File: config.mk
export PLATFORM = sky130hd
export DESIGN_NAME = scfa_ctrl
export DESIGN_NICKNAME = d
export VERILOG_FILES = /design/src/design/scfa_pkg.sv /design/src/design/scfa_ctrl.sv
export SDC_FILE = /design/constraint.sdc
export NUM_CORES = 1
export LEC_CHECK = 0
export BUFFER_PORTS_ARGS = -buffer_cell sky130_fd_sc_hd__buf_2
export CAP_MARGIN = 25
export CORE_AREA = 8 8 45 47
export CTS_BUF_LIST = sky130_fd_sc_hd__clkbuf_4 sky130_fd_sc_hd__clkbuf_8 sky130_fd_sc_hd__clkbuf_16
export DETAILED_ROUTE_END_ITERATION = 8
export DIE_AREA = 0 0 53 55
export PLACE_DENSITY_LB_ADDON = 0.12
export SYNTH_ARGS = -nofsm -noshare
export SYNTH_HDL_FRONTEND = slang
export SYNTH_SLANG_ARGS = --single-unit
File: constraint.sdc
create_clock -name clk -period 1.6 [get_ports clk]
set_input_delay 0 -clock clk [delete_from_list [all_inputs] [get_ports clk]]
set_output_delay 0 -clock clk [all_outputs]
set_load 0.02 [all_outputs]
File: src/design/scfa_pkg.sv
`timescale 1ns / 1ps

package scfa_pkg;

    localparam int ADDR_W     = 48;
    localparam int MARK_W     = 8;
    localparam int LEN_W      = 14;
    localparam int CLASS_W    = 3;
    localparam int STATUS_W   = 2;
    localparam int WORD_BITS  = 32;
    localparam int WORD_LOG   = 5;
    localparam int IN_TDATA_W = 56;
    localparam int OUT_TDATA_W = 72;
    localparam int CFG_IDX_W  = 1;

    localparam logic [MARK_W-1:0] MARK_RESET = 8'd245;

    localparam logic [CFG_IDX_W-1:0] CFG_REGION_BASE = 1'b0;
    localparam logic [CFG_IDX_W-1:0] CFG_AFTER_MARK  = 1'b1;

    typedef enum logic
    {
        FUNC_ALLOC = 1'b0,
        FUNC_FREE  = 1'b1
    } func_t;

    typedef enum logic [STATUS_W-1:0]
    {
        ST_OK        = 2'd0,
        ST_EXHAUSTED = 2'd1,
        ST_BAD_FREE  = 2'd2
    } status_t;

    typedef struct packed
    {
        logic capture;
        logic base;
        logic offset;
        logic check;
        logic scan;
        logic clear_bit;
        logic finish;
        logic fail_exhaust;
        logic fail_bad;
        logic load_out;
        logic sweep;
    } ctrl_cmd_t;

    typedef struct packed
    {
        logic sweep_done;
        logic bad_class;
        logic is_free;
        logic no_frames;
        logic bad_free;
        logic hit;
        logic scan_end;
        logic out_free;
    } dp_stat_t;

endpackage

File: src/design/scfa_ctrl.sv
`timescale 1ns / 1ps

module scfa_ctrl
    import scfa_pkg::*;
(
    input  logic      clk,
    input  logic      rst_n,
    input  logic      s_tvalid,
    output logic      s_tready,
    input  dp_stat_t  stat,
    output ctrl_cmd_t cmd
);

    typedef enum logic [3:0]
    {
        S_CLEAR,
        S_IDLE,
        S_BASE,
        S_OFFSET,
        S_CHECK,
        S_READ,
        S_SCAN,
        S_CLRBIT,
        S_FOUND,
        S_DONE
    } state_t;

    state_t state_reg;
    state_t state_next;

    assign s_tready = (state_reg == S_IDLE);

    always_comb
    begin
        cmd        = '0;
        state_next = state_reg;
        unique case (state_reg)
            S_CLEAR:
            begin
                cmd.sweep = 1'b1;
                if (stat.sweep_done)
                begin
                    state_next = S_IDLE;
                end
            end
            S_IDLE:
            begin
                cmd.capture = s_tvalid;
                if (s_tvalid)
                begin
                    state_next = S_BASE;
                end
            end
            S_BASE:
            begin
                cmd.base = 1'b1;
                priority if (stat.bad_class)
                begin
                    cmd.fail_bad     = stat.is_free;
                    cmd.fail_exhaust = !stat.is_free;
                    state_next       = S_DONE;
                end
                else if (stat.is_free)
                begin
                    state_next = S_OFFSET;
                end
                else if (stat.no_frames)
                begin
                    cmd.fail_exhaust = 1'b1;
                    state_next       = S_DONE;
                end
                else
                begin
                    state_next = S_READ;
                end
            end
            S_OFFSET:
            begin
                cmd.offset = 1'b1;
                state_next = S_CHECK;
            end
            S_CHECK:
            begin
                cmd.check = 1'b1;
                if (stat.bad_free)
                begin
                    cmd.fail_bad = 1'b1;
                    state_next   = S_DONE;
                end
                else
                begin
                    state_next = S_READ;
                end
            end
            S_READ:
            begin
                state_next = stat.is_free ? S_CLRBIT : S_SCAN;
            end
            S_SCAN:
            begin
                cmd.scan = 1'b1;
                priority if (stat.hit)
                begin
                    state_next = S_FOUND;
                end
                else if (stat.scan_end)
                begin
                    cmd.fail_exhaust = 1'b1;
                    state_next       = S_DONE;
                end
                else
                begin
                    state_next = S_SCAN;
                end
            end
            S_CLRBIT:
            begin
                cmd.clear_bit = 1'b1;
                state_next    = S_DONE;
            end
            S_FOUND:
            begin
                cmd.finish = 1'b1;
                state_next = S_DONE;
            end
            S_DONE:
            begin
                cmd.load_out = stat.out_free;
                if (stat.out_free)
                begin
                    state_next = S_IDLE;
                end
            end
            default:
            begin
                state_next = S_IDLE;
            end
        endcase
    end

    always_ff @(posedge clk or negedge rst_n)
    begin
        if (!rst_n)
        begin
            state_reg <= S_CLEAR;
        end
        else
        begin
            state_reg <= state_next;
        end
    end

    a_one_in_flight: assert property (@(posedge clk) disable iff (!rst_n)
        (s_tvalid && s_tready) |=> !s_tready)
        else $error("second word taken while a request is in progress");

endmodule

==> impl_metrics.ini <==
[setup_path]
cp.required_ps = 1600
criticalPathCategory = register to output pin
setup.worst_path.end_class = output pin
arrival_ps = 1500
r2r_cells = 3
r2r_slack_ps = 260
reg2reg_from = state_reg[1]$_DFFE_PN0P_
crit_path_max_fanout = 8
worstSetupStartpointType = register
r2r-end = state_reg[2]$_DFFE_PN0P_

[timing]
period_needed_ps = 1500
max_freq_ghz = 0.669
post-route-period-util_pct = 93.5
setup_viol = 0
hold_viol_final = 0
tightest_slew_ps = 347
maxSlewViolCount = 0
tns_ps = 0
slew-limit-headroom_pct = 76.6
skew_ps = 5.65
setup_ws_ps = 104
hold_slack_ps = 85.9
rsz0062_at_grt = no

[placed_design]
hpwlAfterDp_um = 1130
io_buffers = 22
gp_congestion = 0.749
place_ws_ps = 238

[power_and_ir_drop]
total_power_uw = 978
p_leak_uw = 0.000297
ir_worst_vdd_v = 0.000703
powerDensity_nw_per_um2 = 1520

[drt]
vias = 569
ant_nets = 0
drtIter0Drc = 9
routed_via_density = 5.75
drt-total-wl_um = 1470
dr.pass1.iters = 4
post_drt_wl_per_cell_um = 14.8
drc = 0

[cts]
worstSkewPairLatency_ps = 240
htreeDepth = 1
clock_sinks = 4
clockRootBuffer = clkbuf_4
cts_buffers = 3
clock_path_buffers = 2
post-cts-setup-buffers = 0
clkTransAtPathRegs_ps = 40
tritoncts = built

[yosys]
synthTopCellsByCount = nor2_1 (5), nor3_1 (5), o21ai_1 (5), dfrtp_1 (4), nor2b_1 (4)
synthFlopType = dfrtp_1
synth_top_area_share_pct = 22.2
synth_area_leaders = dfrtp_1 (22%), nor2b_1 (5.5%), nor3_1 (5.5%), o21ai_1 (5.5%), a211oi_1 (5.0%)
yosys_warnings = 0
seq_area_frac_synth_pct = 22.2
ys_ff_latch = 4
yosys.area.top_type = dfrtp_1
async_flop_share_pct = 100
synth_area_per_cell_sq_um = 7.92
syn_area_sq_um = 452
ys_types = 30
synth-edff-count = 0
syn_nets = 68
syn_inst = 57

[final_layout]
final_nets = 96
area_growth_syn_to_layout_pct = 42.1
drive_above_1_share_pct = 45.8
diodes = 0
largest_reg_flops = 4
fillers = 145

[floorplan]
start_util_pct = 32.6
ioPinCount = 23
die_y_um = 55
die_w_um = 53
die_area_sq_um = 2920
row_count = 14
core_sq_um = 1380

[run]
max-cap-violations = 0

[outcome]
status = complete, no violations

[global_route]
grt_max_degree = 13
overflow = 0
grt_pass1_vias = 518
grt_usage_pct = 11.0
grt_pass1_wl_um = 2410
antenna_found_initial = 0

[min_path]
hold_path.class = input pin to register
hold_end = state_reg[2]$_DFFE_PN0P_
worstHoldStart = stat[4]
hold_path_depth = 4
[per-stage QoR]
step                      std cells  area (sq um)  util [%]
after CTS                        99           622      44.9
after detailed placement         95           589      42.6
after floorplan                  57           452         -
final                            99           642      46.4
after global placement           95           589      42.6
after global routing             99           642      46.4
[critical path, cell delays in order, from the launching register on]
cell and delay [ps]:
dfrtp_2 460, or4b_4 560, inv_1 70, buf_2 150
[repair_timing]
action / CTS / global route
hold endpoints to repair: 4 / 0
hold buffers: 1 / 0
gates resized for setup: 0 / 6
setup endpoints to repair: 0 / 2
[placed cells by master (no fill, tap or decap), types with 2 or more instances in the layout]
cell	instances
nor2_1	5
dfrtp_2	3
buf_4	4
nor4_1	2
nand2_1	2
nor4bb_1	2
nor2b_1	3
a211oi_1	3
o21ai_1	5
nand2b_1	3
clkbuf_4	3
nor3_1	4
buf_2	22
[where the power goes]
group | internal [uW] | total [uW] | leakage, uW | switching (uW)
sequential | 144 | 251 | 0.0000472 | 107
combinational | 270 | 595 | 0.000236 | 325
clock | 84.4 | 132 | 0.0000138 | 48.0
[logic make-up after synthesis]
group / count (synthesis) / share of synthesized area, %
AO/OA/AOI/OAI: 15 / 22.4
buffers and inverters: 5 / 5.82
multiplexers: 1 / 2.49
flip-flops: 4 / 22.2
AND/OR/NAND/NOR: 32 / 47.1
[layout make-up]
type                    count  area (sq um)  share of cell area, %
clock buffers               3          22.5                   3.51
flip-flops and latches      4           104                   16.2
well taps                  16          20.0                   3.12
inverters                   1          3.75                  0.585
multi-input cells          48           342                   53.2
repair buffers             27           150                   23.4
[how the worst max path moves through the flow]
stage / startpoint / end / slack (ps)
after floorplan: state_reg[0]$_DFFE_PN0P_ / cmd[2] / 130
after global placement: state_reg[0]$_DFFE_PN0P_ / state_reg[1]$_DFFE_PN0P_ / 260
after detailed placement: state_reg[0]$_DFFE_PN0P_ / state_reg[1]$_DFFE_PN0P_ / 240
after CTS: state_reg[0]$_DFFE_PN0P_ / cmd[2] / 50
after global routing: state_reg[3]$_DFFE_PN0P_ / cmd[4] / 20
final: state_reg[1]$_DFFE_PN0P_ / cmd[4] / 100
[metal layers]
metal  GRT usage, %  up-vias  wire (um)  part of all wire (%)
met5              0        -          0                     0
met4           3.88        0         14                  0.95
met3           5.88        2        111                   7.6
met2           15.0       24        659                    45
met1           14.2      270        680                    46
li1               -      273          -                     -
Power figures use the tool's default switching activity.
